<file path="config.mk">
export PLATFORM = sky130hd
export DESIGN_NAME = psc_mac
export DESIGN_NICKNAME = d
export VERILOG_FILES = /design/src/sv/psc_pkg.sv /design/src/sv/psc_mac.sv
export SDC_FILE = /design/constraint.sdc
export NUM_CORES = 2
export LEC_CHECK = 0
export BUFFER_PORTS_ARGS = -buffer_cell sky130_fd_sc_hd__buf_2
export CORE_UTILIZATION = 60
export CTS_CLUSTER_SIZE = 28
export DETAILED_ROUTE_END_ITERATION = 12
export GPL_TIMING_DRIVEN = 0
export PLACE_DENSITY = 0.78
export RECOVER_POWER = 100
export SYNTH_ARGS = -nofsm -noshare
export SYNTH_HDL_FRONTEND = slang
export SYNTH_SLANG_ARGS = --single-unit
</file>
<file path="constraint.sdc">
create_clock -name clk -period 20.3 [get_ports clk]
set_input_delay 1.015 -clock clk [delete_from_list [all_inputs] [get_ports clk]]
set_output_delay 1.015 -clock clk [all_outputs]
set_load 0.05 [all_outputs]
</file>
<file path="src/sv/psc_pkg.sv">
// psc_pkg: shared types and constants of the PID speed controller.
// No dependencies.
`default_nettype none
package psc_pkg;

  localparam int unsigned CFG_IDX_W  = 3;
  localparam int unsigned CFG_DATA_W = 16;
  localparam int unsigned Q_W        = 16;
  localparam int unsigned MUL_A_W    = 32;
  localparam int unsigned MUL_B_W    = 25;
  localparam int unsigned CHUNK_W    = 24;

  localparam logic [CFG_IDX_W-1:0] REG_MAX_SPEED  = 3'd0;
  localparam logic [CFG_IDX_W-1:0] REG_MIN_SPEED  = 3'd1;
  localparam logic [CFG_IDX_W-1:0] REG_PROP_GAIN  = 3'd2;
  localparam logic [CFG_IDX_W-1:0] REG_INTEG_GAIN = 3'd3;
  localparam logic [CFG_IDX_W-1:0] REG_DERIV_GAIN = 3'd4;
  localparam logic [CFG_IDX_W-1:0] REG_SEP_UPPER  = 3'd5;
  localparam logic [CFG_IDX_W-1:0] REG_SEP_LOWER  = 3'd6;
  localparam logic [CFG_IDX_W-1:0] REG_DERIV_MODE = 3'd7;

  localparam logic [1:0] DMODE_PLAIN = 2'd0;
  localparam logic [1:0] DMODE_LPF   = 2'd1;
  localparam logic [1:0] DMODE_MEAS  = 2'd2;

  localparam logic [15:0] LPF_NEW = 16'd10158;
  localparam logic [15:0] LPF_OLD = 16'd22610;

  typedef struct packed {
    logic en;
    logic clr;
    logic neg;
    logic hi;
  } mac_cmd_t;

endpackage
`default_nettype wire

</file>
<file path="src/sv/psc_mac.sv">
// psc_mac: shared signed multiplier with registered product and accumulator.
// Depends on psc_pkg.
`default_nettype none
module psc_mac #(
  parameter int unsigned ACC_W = 80
) (
  input  wire logic                                clk,
  input  wire logic                                rst_n,
  input  wire psc_pkg::mac_cmd_t                   cmd,
  input  wire logic signed [psc_pkg::MUL_A_W-1:0]  a,
  input  wire logic signed [psc_pkg::MUL_B_W-1:0]  b,
  output logic signed [ACC_W-1:0]                  acc
);
  localparam int unsigned PROD_W = psc_pkg::MUL_A_W + psc_pkg::MUL_B_W;

  psc_pkg::mac_cmd_t        cmd_r;
  logic signed [PROD_W-1:0] prod_r;
  logic signed [ACC_W-1:0]  acc_r, acc_nxt;
  logic signed [ACC_W-1:0]  term;
  logic signed [ACC_W-1:0]  base;

  always_comb begin
    term = ACC_W'(prod_r);
    if (cmd_r.hi) begin
      term = term <<< psc_pkg::CHUNK_W;
    end
    base    = cmd_r.clr ? '0 : acc_r;
    acc_nxt = acc_r;
    if (cmd_r.en) begin
      acc_nxt = cmd_r.neg ? base - term : base + term;
    end
  end

  always_ff @(posedge clk) begin
    if (!rst_n) begin
      cmd_r <= '0;
    end else begin
      cmd_r <= cmd;
    end
    prod_r <= a * b;
    acc_r  <= acc_nxt;
  end

  assign acc = acc_r;
endmodule
`default_nettype wire

</file>
==> impl_metrics.toml <==
[logic_synthesis]
syn_area_um2 = 39800
synth_warnings = 0
async_flop_share_pct = 0
synth_cell_type_count = 88
ys.flop_type = "edfxtp_1"
synth-seq-area-share_pct = 9.11
yosysTopAreaCell = "fa_1"
synth_seq_cells = 141
synth.avg_cell_area_um2 = 8.98
synth_top_area_share_pct = 41.3
netlist_instances = 4428
synthTopCellsByArea = "fa_1 41%, inv_1 7.8%, ha_1 7.4%"
synth_edf_count = 80
syn-num-nets = 5546

[worst_hold_path]
min_path_type = "in2reg"

[sta]
hold_viol = 0
fin_crit_ps = 9290
tightest_slew_ps = 2960
rsz0062_at_grt = "false"
setup_viol = 0
finalSetupTns_ps = 0
max_freq_ghz = 0.108
period_share_pct = 45.8
slew_headroom_pct = -97.5
drv_slew = 54
skew_ps = 12.5

[routing]
drt-initial-drc-count = 3229
antenna_left = 0
via_count = 32700
routedWlPerCell_um = 23.9
wirelength_um = 131000
drc = 0
firstDrtPassIters = 6
via_per_inst = 5.98

[global_routing]
antenna_found_initial = 3
grt_start_max_net_pins = 54
grt_pass1_wl_um = 197000
track_usage_pct = 39.8
grt_overflow_total = 0
grt_pass1_vias = 33400

[worst_setup_path]
required_ps = 20640
start_kind = "primary input"
crit_type = "in2reg"
cp-end-kind = "flop"
worstPathArrival_ps = 9630
crit_fanout = 10

[finish]
fin_util_pct = 64.0
nFillCells = 5654
area_growth_syn_to_layout_pct = 5.68
layout_common_cells = "826 x inv_1, 820 x fa_1, 478 x nand2_1, 403 x and2_1, 276 x clkbuf_1"
layout_commonest_cell = "inv_1"
drive_above_1_share_pct = 2.95
nets = 5708

[floorplan]
initial_core_util_pct = 60.6
fp-row-count = 94
coreArea_um2 = 65600
dieArea_um2 = 67300
die_x_um = 259
pin_count = 143
fp.dieH_um = 259

[place]
port_buffers = 142
dpl.hpwl_um = 109000
gp_congestion = 1.06

[run_status]
violations = "max-capacitance violations, max-slew violations"
status = "finished, violations left"

[cts]
root_buffer = "clkbuf_16"
hold_buffers = 0
clkSinkCount = 141
cts-resized-gates = 0
numCtsBuffers = 17
cts.clk_slew.worst_paths_ps = 70
clockBufferDepth = 2
clock_latency_ps = 460
htreeDepth = 4
cts_setup_buffers = 0
cts_tree = "yes"

[job]
maxCapViolCount = 1
path summary, 6_finish.rpt:
path | start | end | slack [ps] | depth (start not counted)
max | b[1] | prod_r[53] | 11010 | 25
min | cmd[2] | cmd_r[2] | 760 | 2
max reg2reg | cmd_r[0] | acc[74] | 11920 | 21
min reg2reg | acc[0] | acc[0] | 850 | 3
flip-flops by register name, indices dropped and copies added (netlist names):
signal / cells
acc: 80
cmd_r: 4
prod_r: 57
area by class of cell:
| class | count | area (µm²) | share of cell area [%] |
|---|---|---|---|
| repair buffers | 143 | 612 | 1.46 |
| inverters | 826 | 3100 | 7.38 |
| clock buffers | 21 | 504 | 1.20 |
| plain buffers | 209 | 818 | 1.95 |
| well taps | 864 | 1080 | 2.57 |
| clock inverters | 11 | 77.6 | 0.185 |
| diodes | 3 | 7.51 | 0.0179 |
| multi-input cells | 3252 | 32200 | 76.6 |
| flip-flops and latches | 141 | 3620 | 8.62 |
layer usage:
layer / part of all wire [%] / GRT usage [%] / vias up
met4: 6.2 / 21.1 / 0
met3: 12 / 10.4 / 459
li1: - / - / 14100
met2: 44 / 62.4 / 2115
met5: 0 / 0 / -
met1: 37 / 50.5 / 16100
synth_stat cells (22+ instances only):
master / instances
nand2_1: 478
fa_1: 820
ha_1: 235
a21oi_1: 195
inv_1: 826
o21bai_1: 38
and2_1: 419
nand3_1: 35
a31oi_1: 48
clkbuf_1: 189
xor2_1: 88
a211oi_1: 22
dfxtp_1: 61
nor3_1: 46
nand4_1: 25
o21ai_0: 99
edfxtp_1: 80
a21o_1: 72
nor2_1: 159
mux2i_1: 25
xnor2_1: 119
nand2b_1: 27
nor2b_1: 105
logic make-up after synthesis:
group                      Yosys count  share of synthesized area, %
muxes                               28                         0.714
DFF                                141                          9.11
and+or+nand+nor                   1370                          17.6
adders and majority gates         1055                          48.7
AOI/OAI and AO/OA                  592                          9.49
xor gates and xnor gates           207                          4.56
buffers and inverters             1035                          9.86
per-stage QoR:
step | area [µm²] | worst slack (ps) | std cells | hold WS, ps
3_5_place_dp | 41600 | 10910 | 5435 | 686
6_report | 42000 | 11010 | 5470 | 759
4_1_cts | 42200 | 11390 | 5467 | 702
5_1_grt | 42000 | 10860 | 5467 | 766
2_1_floorplan | 39800 | 12890 | 4428 | 755
3_3_place_gp | 41600 | 10950 | 5434 | 832
worst max-delay path, stage by stage:
cell and delay (ps):
clkbuf_1 500, clkbuf_1 730, and2_1 300, fa_1 450, fa_1 600, inv_1 80, fa_1 500, fa_1 510
inv_1 50, fa_1 490, fa_1 490, inv_1 50, fa_1 600, inv_1 90, ha_1 430, nand4_1 250
nor2_1 210, nand4_1 110, o22ai_1 480, o211ai_1 260, o31ai_1 620, a31oi_1 300, nor2_1 220, o41ai_1 120
xnor2_1 140
Power is left out: the tool's default activity adds up to more than one toggle a clock period on the data nets, which glitch-free logic cannot reach.
