$ cat src/sv/psc_div.sv
// psc_div: restoring unsigned divider, one quotient bit per cycle.
// No dependencies.
`default_nettype none
module psc_div #(
  parameter int unsigned NUM_W = 37,
  parameter int unsigned DEN_W = 21
) (
  input  wire logic             clk,
  input  wire logic             rst_n,
  input  wire logic             start,
  input  wire logic [NUM_W-1:0] num,
  input  wire logic [DEN_W-1:0] den,
  output logic                  done,
  output logic [NUM_W-1:0]      quo
);
  localparam int unsigned CNT_W = $clog2(NUM_W + 1);

  logic             active_r, active_nxt;
  logic             done_r, done_nxt;
  logic [CNT_W-1:0] cnt_r, cnt_nxt;
  logic [NUM_W-1:0] quo_r, quo_nxt;
  logic [DEN_W-1:0] rem_r, rem_nxt;
  logic [DEN_W-1:0] den_r, den_nxt;
  logic [DEN_W:0]   rem_sh;
  logic             ge;

  assign rem_sh = {rem_r, quo_r[NUM_W-1]};
  assign ge     = rem_sh >= {1'b0, den_r};

  always_comb begin
    active_nxt = active_r;
    done_nxt   = 1'b0;
    cnt_nxt    = cnt_r;
    quo_nxt    = quo_r;
    rem_nxt    = rem_r;
    den_nxt    = den_r;
    if (start) begin
      active_nxt = 1'b1;
      cnt_nxt    = CNT_W'(NUM_W);
      quo_nxt    = num;
      rem_nxt    = '0;
      den_nxt    = den;
    end else if (active_r) begin
      quo_nxt = {quo_r[NUM_W-2:0], ge};
      rem_nxt = ge ? DEN_W'(rem_sh - {1'b0, den_r}) : DEN_W'(rem_sh);
      cnt_nxt = cnt_r - 1'b1;
      if (cnt_r == CNT_W'(1)) begin
        active_nxt = 1'b0;
        done_nxt   = 1'b1;
      end
    end
  end

  always_ff @(posedge clk) begin
    if (!rst_n) begin
      active_r <= 1'b0;
      done_r   <= 1'b0;
      cnt_r    <= '0;
    end else begin
      active_r <= active_nxt;
      done_r   <= done_nxt;
      cnt_r    <= cnt_nxt;
    end
    quo_r <= quo_nxt;
    rem_r <= rem_nxt;
    den_r <= den_nxt;
  end

  assign done = done_r;
  assign quo  = quo_r;
endmodule
`default_nettype wire

$ cat config.mk
export PLATFORM = sky130hd
export DESIGN_NAME = psc_div
export DESIGN_NICKNAME = d
export VERILOG_FILES = /design/src/sv/psc_div.sv
export SDC_FILE = /design/constraint.sdc
export NUM_CORES = 1
export LEC_CHECK = 0
export ABC_AREA = 1
export BUFFER_PORTS_ARGS = -buffer_cell sky130_fd_sc_hd__buf_2
export CORE_MARGIN = 10
export CORE_UTILIZATION = 44
export CTS_CLUSTER_SIZE = 28
export DETAILED_ROUTE_END_ITERATION = 10
export PLACE_DENSITY = 0.66
export SLEW_MARGIN = 25
export SYNTH_ARGS = -nofsm -noshare
export SYNTH_HDL_FRONTEND = slang
export SYNTH_SLANG_ARGS = --single-unit
$ cat constraint.sdc
create_clock -name clk -period 4.34 [get_ports clk]
set_input_delay 0.868 -clock clk [delete_from_list [all_inputs] [get_ports clk]]
set_output_delay 0.868 -clock clk [all_outputs]
set_load 0.01 [all_outputs]
==> results of run 1 <==
-- synth_stat cells (3+ instances only) --
library cell / count
nand2_1: 276
inv_1: 108
edfxtp_1: 58
nand3_1: 52
nor2_1: 40
dfxtp_1: 29
ha_1: 23
a21oi_1: 13
o21ai_1: 11
nand3b_1: 10
nand3_2: 9
clkbuf_1: 7
xnor2_1: 7
nand2_2: 5
and2_1: 3
buf_2: 3
buf_6: 3
inv_2: 3
nand4_1: 3
nor2_2: 3
o21ai_0: 3
xor2_1: 3
-- cell type report --
| cell class | instances | share of cell area |
|---|---|---|
| clock inverter | 6 | 0.007002 |
| sequential | 87 | 0.3822 |
| timing repair buffer | 102 | 0.08567 |
| multi-input combinational | 477 | 0.3872 |
| inverter | 112 | 0.06919 |
| tap | 143 | 0.02945 |
| clock buffer | 10 | 0.03933 |
-- power by group through the flow --
stage / logic, W / clock network, W / registers [W]
2_1_floorplan: 0.000149 / 0 / 0.00102
3_3_place_gp: 0.000281 / 0 / 0.00100
3_5_place_dp: 0.000285 / 0 / 0.00100
4_1_cts: 0.000286 / 0.000769 / 0.000988
5_1_grt: 0.000322 / 0.000807 / 0.000995
6_report: 0.000284 / 0.000747 / 0.000988
-- worst max-delay path: cells and delay by family (launching register included) --
| kind | cells | cell delay, ps |
|---|---|---|
| buf+inv | 2 | 190 |
| fa+ha+maj | 2 | 660 |
| simple gates | 8 | 1080 |
| compound gates | 1 | 210 |
| flops | 1 | 380 |
-- metal layers --
metal / vias to the layer above / wire (um)
li1: 2367 / -
met1: 2074 / 6233
met2: 131 / 5725
met3: 13 / 1141
met4: 0 / 185
met5: - / 0
-- final timing paths --
kind,startpoint,end,slack [ps],cells after the start
worst max-delay path,quo[36]$_DFFE_PP_,rem_r[11]$_SDFFE_PP0P_,1740,13
worst min register to register,rem_r[14]$_SDFFE_PP0P_,rem_r[14]$_SDFFE_PP0P_,470,2
worst min-delay path,rem_r[14]$_SDFFE_PP0P_,rem_r[14]$_SDFFE_PP0P_,470,2
worst max register to register,quo[36]$_DFFE_PP_,rem_r[11]$_SDFFE_PP0P_,1740,13
-- sequential cells by signal (all words and copies together) (netlist names) --
name	cells
quo	37
den_r	21
rem_r	21
cnt_r	6
active_r	1
done	1
-- cell families (layout without fill, tap and decap cells) --
family | Yosys count | count (layout)
compound gates | 35 | 35
fa+ha+maj | 24 | 24
xor+xnor | 10 | 10
flops | 87 | 87
buf+inv | 129 | 230
simple gates | 408 | 408
-- stage by stage --
stage / std cells / util / setup slack [ps] / total power, W / instance area, sq um
floorplan: 693 / - / 2147 / 0.001166 / 5200
global placement: 921 / 0.5032 / 1690 / 0.001285 / 5794
detailed placement: 921 / 0.5032 / 1777 / 0.001288 / 5794
CTS: 937 / 0.5276 / 1759 / 0.002044 / 6076
global route: 937 / 0.5276 / 1572 / 0.002124 / 6076
finish: 937 / 0.5276 / 1740 / 0.002019 / 6076
==> out/qor.yml, run 1 <==
initial_utilization: 0.4515
drtPass1Iterations: 5
setup_violations: 0
layout_common_cells: "nand2_1 (276), inv_1 (107), buf_2 (98), edfxtp_1 (58), nand3_1 (52)"
gp_congestion: 0.9558
vdd_drop_max_mv: 0.3422
yosysWarnings: 0
use_met1: 0.2082
synth_fa_ha_area_frac: 0.05919
slew_headroom: 0.5772
cts_resized: 0
clk_latency_ps: 350
rsz0062_at_grt: "false"
cts.sinks: 87
cp_common_cell: "nand2_1"
multiInputGateArea_sq_um: 2352
grtUsageMet2: 0.2533
fin_crit_sh: 0.5990
totalWireLength_mm: 13.29
regArea_sq_um: 2322
yosys.area_share.simple: 0.3385
synth.area.mux_share: 0
slowest_stage: "fa_1"
top_usage_layer: "met2"
synth.top_cell.area_share: 0.3349
diodes: 0
synth.avg_cell_area_sq_um: 7.504
maxSlewViolCount: 0
drt_iter0_drc: 267
p_seq_frac: 0.489
p_sw_w: 0.0005505
grt_pass1_wl_mm: 22.13
die_w_um: 128.7
worst_clock_skew_ps: 8.883
nFillCells: 1081
p_clk_frac: 0.370
grt_pass1_vias: 4665
min_path_type: "reg -> reg"
rows: 39
gr-total-overflow: 0
critPathKind: "reg -> reg"
grt_util_all_layers: 0.1654
start_kind: "flip-flop"
critPathMaxStageDelay_ps: 470
synthArstFlopShare: 0
hold_slack_ps: 472.3
p_int_w: 0.001468
ant_nets: 0
grt_max_degree: 43
postSynthCellCount: 693
combPwrFrac: 0.141
synth.cell_area_sq_um: 5200
io_pins: 99
layout_commonest_cell: "nand2_1"
synth_area_leaders: "edfxtp_1 (33%), nand2_1 (20%), dfxtp_1 (11%), inv_1 (7.8%), ha_1 (5.5%)"
nets: 874
chipHeight_um: 128.7
clock.fmax_ghz: 0.3847
dieArea_sq_um: 16570
synth_compound_area_frac: 0.03778
swShare: 0.2727
cts_tree: "built"
drv_cap: 0
ys_types: 39
h-tree-depth: 3
ys_seq_area_frac: 0.4466
root_buffer: "clkbuf_16"
antenna_found_initial: 0
synth_enable_flop_cells: 58
status: "complete, no violations"
yosys.area.top_type: "edfxtp_1"
cts_buffers: 9
core_sq_um: 11520
tightest_slew_ps: 632.7
cp.required_ps: 4640
synth-main-ff-cell: "edfxtp_1"
crit_path_end_kind: "flip-flop"
hold_viol: 0
path_max_fanout: 24
setup_tns_ps: 0
drive_gt1_frac: 0.1826
synth_top_family_by_area: "simple AND/OR/NAND/NOR gates"
p_leak_nw: 3.230
fin_crit_ps: 2600
synth_xor_area_frac: 0.01684
cts_buffer_depth: 2
synth_seq_cells: 87
cp_cell_sequence: "inv_1, ha_1, inv_1, fa_1, nand2_1, nand3_2, nand2_1, nand2_2, nand2_4, nand2_4, o21ai_1, nand3_1, nand2_1"
io_buffers: 98
post_drt_wl_per_cell_um: 14.18
ctsHoldBuffers: 0
synth.net_count: 778
vias: 4585
viasPerCell: 4.893
postCtsSetupRepairBufs: 0
powerDensity_nw_per_um2: 332.3
drc: 0
met3_usage: 0.06982
dp_hpwl_mm: 10.06
area_delta_synth_final_pct: 16.84
clk_pin_slew_worst_paths_ps: 70
worst_ep_arrival_time_ps: 2890
(Power assumes the default switching activity.)
==> run 2, diff against run 1 <==
==> constraint.sdc (replaced) <==
create_clock -name clk -period 2.65 [get_ports clk]
set_input_delay 0.53 -clock clk [delete_from_list [all_inputs] [get_ports clk]]
set_output_delay 0.53 -clock clk [all_outputs]
set_load 0.01 [all_outputs]
==> run 2 against run 1 <==
Effect of this change:
- sequential share of layout area fell by 0.35 points
- clock power rose by 71%
- cell count rose by 0.43%
- non-clock buffer count rose by 4
- worst hold slack got worse by 130 ps
- clock skew rose by 3.6 ps
- sequential power rose by 63%
- register-to-register slack got worse by 1500 ps
- largest cell class unchanged
==> out/qor.yml, run 2 (synthesized netlist as in run 1, its figures left out) <==
drv_cap: 0
status: "complete, no violations"
cts_buffer_depth: 2
vias: 4648
cts_tree: "built"
initial_utilization: 0.4515
hold_slack_ps: 342.2
ant_nets: 0
grt_pass1_wl_mm: 23.04
finalNonFillerCells: 941
nFillCells: 1151
nets: 878
clock.fmax_ghz: 0.4226
core_sq_um: 11520
drc: 0
min_path_type: "in -> reg"
largest_reg_flops: 37
io_pins: 99
dieArea_sq_um: 16570
gr-total-overflow: 0
p_leak_nw: 3.259
postCtsSetupRepairBufs: 0
root_buffer: "clkbuf_16"
maxSlewViolCount: 0
io_buffers: 98
drtPass1Iterations: 4
rows: 39
start_kind: "flip-flop"
gp_congestion: 0.9783
worst_ep_arrival_time_ps: 2590
critPathMaxStageDelay_ps: 440
dp_hpwl_mm: 10.46
grt_pass1_vias: 4802
cp_top_family: "simple AND/OR/NAND/NOR gates"
diodes: 0
cts_buffers: 9
hold_viol: 0
grt_max_degree: 41
ctsHoldBuffers: 0
path_max_fanout: 13
setup_tns_ps: 0
antenna_found_initial: 2
cp_cell_sequence: "inv_1, ha_1, inv_1, fa_1, nand2_1, nand3_2, nand2_1, nand2_2, nand2_4, buf_4, nand3_1, nand3_1, o21ai_1"
slowest_stage: "fa_1"
chipHeight_um: 128.7
cts.sinks: 87
drt_iter0_drc: 279
clk_pin_slew_worst_paths_ps: 70
layout_commonest_cell: "nand2_1"
tightest_slew_ps: 440.2
worst_clock_skew_ps: 12.45
post_drt_wl_per_cell_um: 14.57
path_buf_inv: 3
rsz0062_at_grt: "false"
totalWireLength_mm: 13.71
viasPerCell: 4.939
final_cell_area_sq_um: 6132
powerDensity_nw_per_um2: 548.5
cp.required_ps: 2870
die_w_um: 128.7
h-tree-depth: 3
slew_headroom: 0.7062
fin_crit_ps: 2366
placed_area_sq_um: 5837
vdd_drop_max_mv: 0.3843
crit_path_end_kind: "flip-flop"
cts_resized: 0
critPathKind: "reg -> reg"
area_delta_synth_final_pct: 17.93
fin_crit_sh: 0.8929
layout_common_cells: "nand2_1 (276), inv_1 (108), buf_2 (98), edfxtp_1 (58), nand3_1 (52)"
clk_latency_ps: 360
grt_util_all_layers: 0.1750
drive_gt1_frac: 0.1855
place_inst: 925
setup_violations: 0
run 2: worst register-to-register path, stage by stage (launching register included):
cell and delay, ps:
edfxtp_1 370, inv_1 80, ha_1 170, inv_1 70, fa_1 440, nand2_1 120, nand3_2 90, nand2_1 130
nand2_2 90, nand2_4 180, buf_4 240, nand3_1 100, nand3_1 90, o21ai_1 70
run 2: per-stage QoR:
step	setup slack, ps	total power (W)	util
after CTS	305.0	0.003410	0.5325
after global placement	441.7	0.002106	0.5068
final	283.8	0.003363	0.5325
after global routing	88.76	0.003525	0.5325
after detailed placement	313.7	0.002113	0.5068
after floorplan	594.9	0.001909	-
run 2: cell type report:
| cell class | count | area, sq um | area share |
|---|---|---|---|
| clock inverter | 7 | 70.07 | 0.01143 |
| inverter | 112 | 420.4 | 0.06856 |
| multi-input combinational | 477 | 2352 | 0.3836 |
| sequential | 87 | 2322 | 0.3787 |
| tap | 143 | 178.9 | 0.02918 |
| timing repair buffer | 106 | 563.0 | 0.09182 |
| clock buffer | 9 | 225.2 | 0.03673 |
run 2: metal layers:
layer | wire, um | global-route usage | part of all wire
met4 | 290 | 0.07826 | 0.021
met2 | 6011 | 0.2721 | 0.44
met5 | 12 | 0 | 0.00088
met1 | 6006 | 0.2086 | 0.44
met3 | 1388 | 0.07228 | 0.10
run 2: path summary, 6_finish.rpt:
kind,startpoint,to,slack [ps],cells past startpoint
hold / removal,den[6],den_r[6]$_DFFE_PP_,340,1
hold reg to reg,rem_r[18]$_SDFFE_PP0P_,rem_r[18]$_SDFFE_PP0P_,470,2
setup reg to reg,quo[36]$_DFFE_PP_,rem_r[7]$_SDFFE_PP0P_,280,13
setup / recovery,quo[36]$_DFFE_PP_,rem_r[7]$_SDFFE_PP0P_,280,13
run 2: where the power goes:
group | switching (W) | total [W] | internal, W
Sequential | 0.0000495 | 0.00161 | 0.00156
Combinational | 0.000293 | 0.000468 | 0.000175
Clock | 0.000549 | 0.00128 | 0.000732
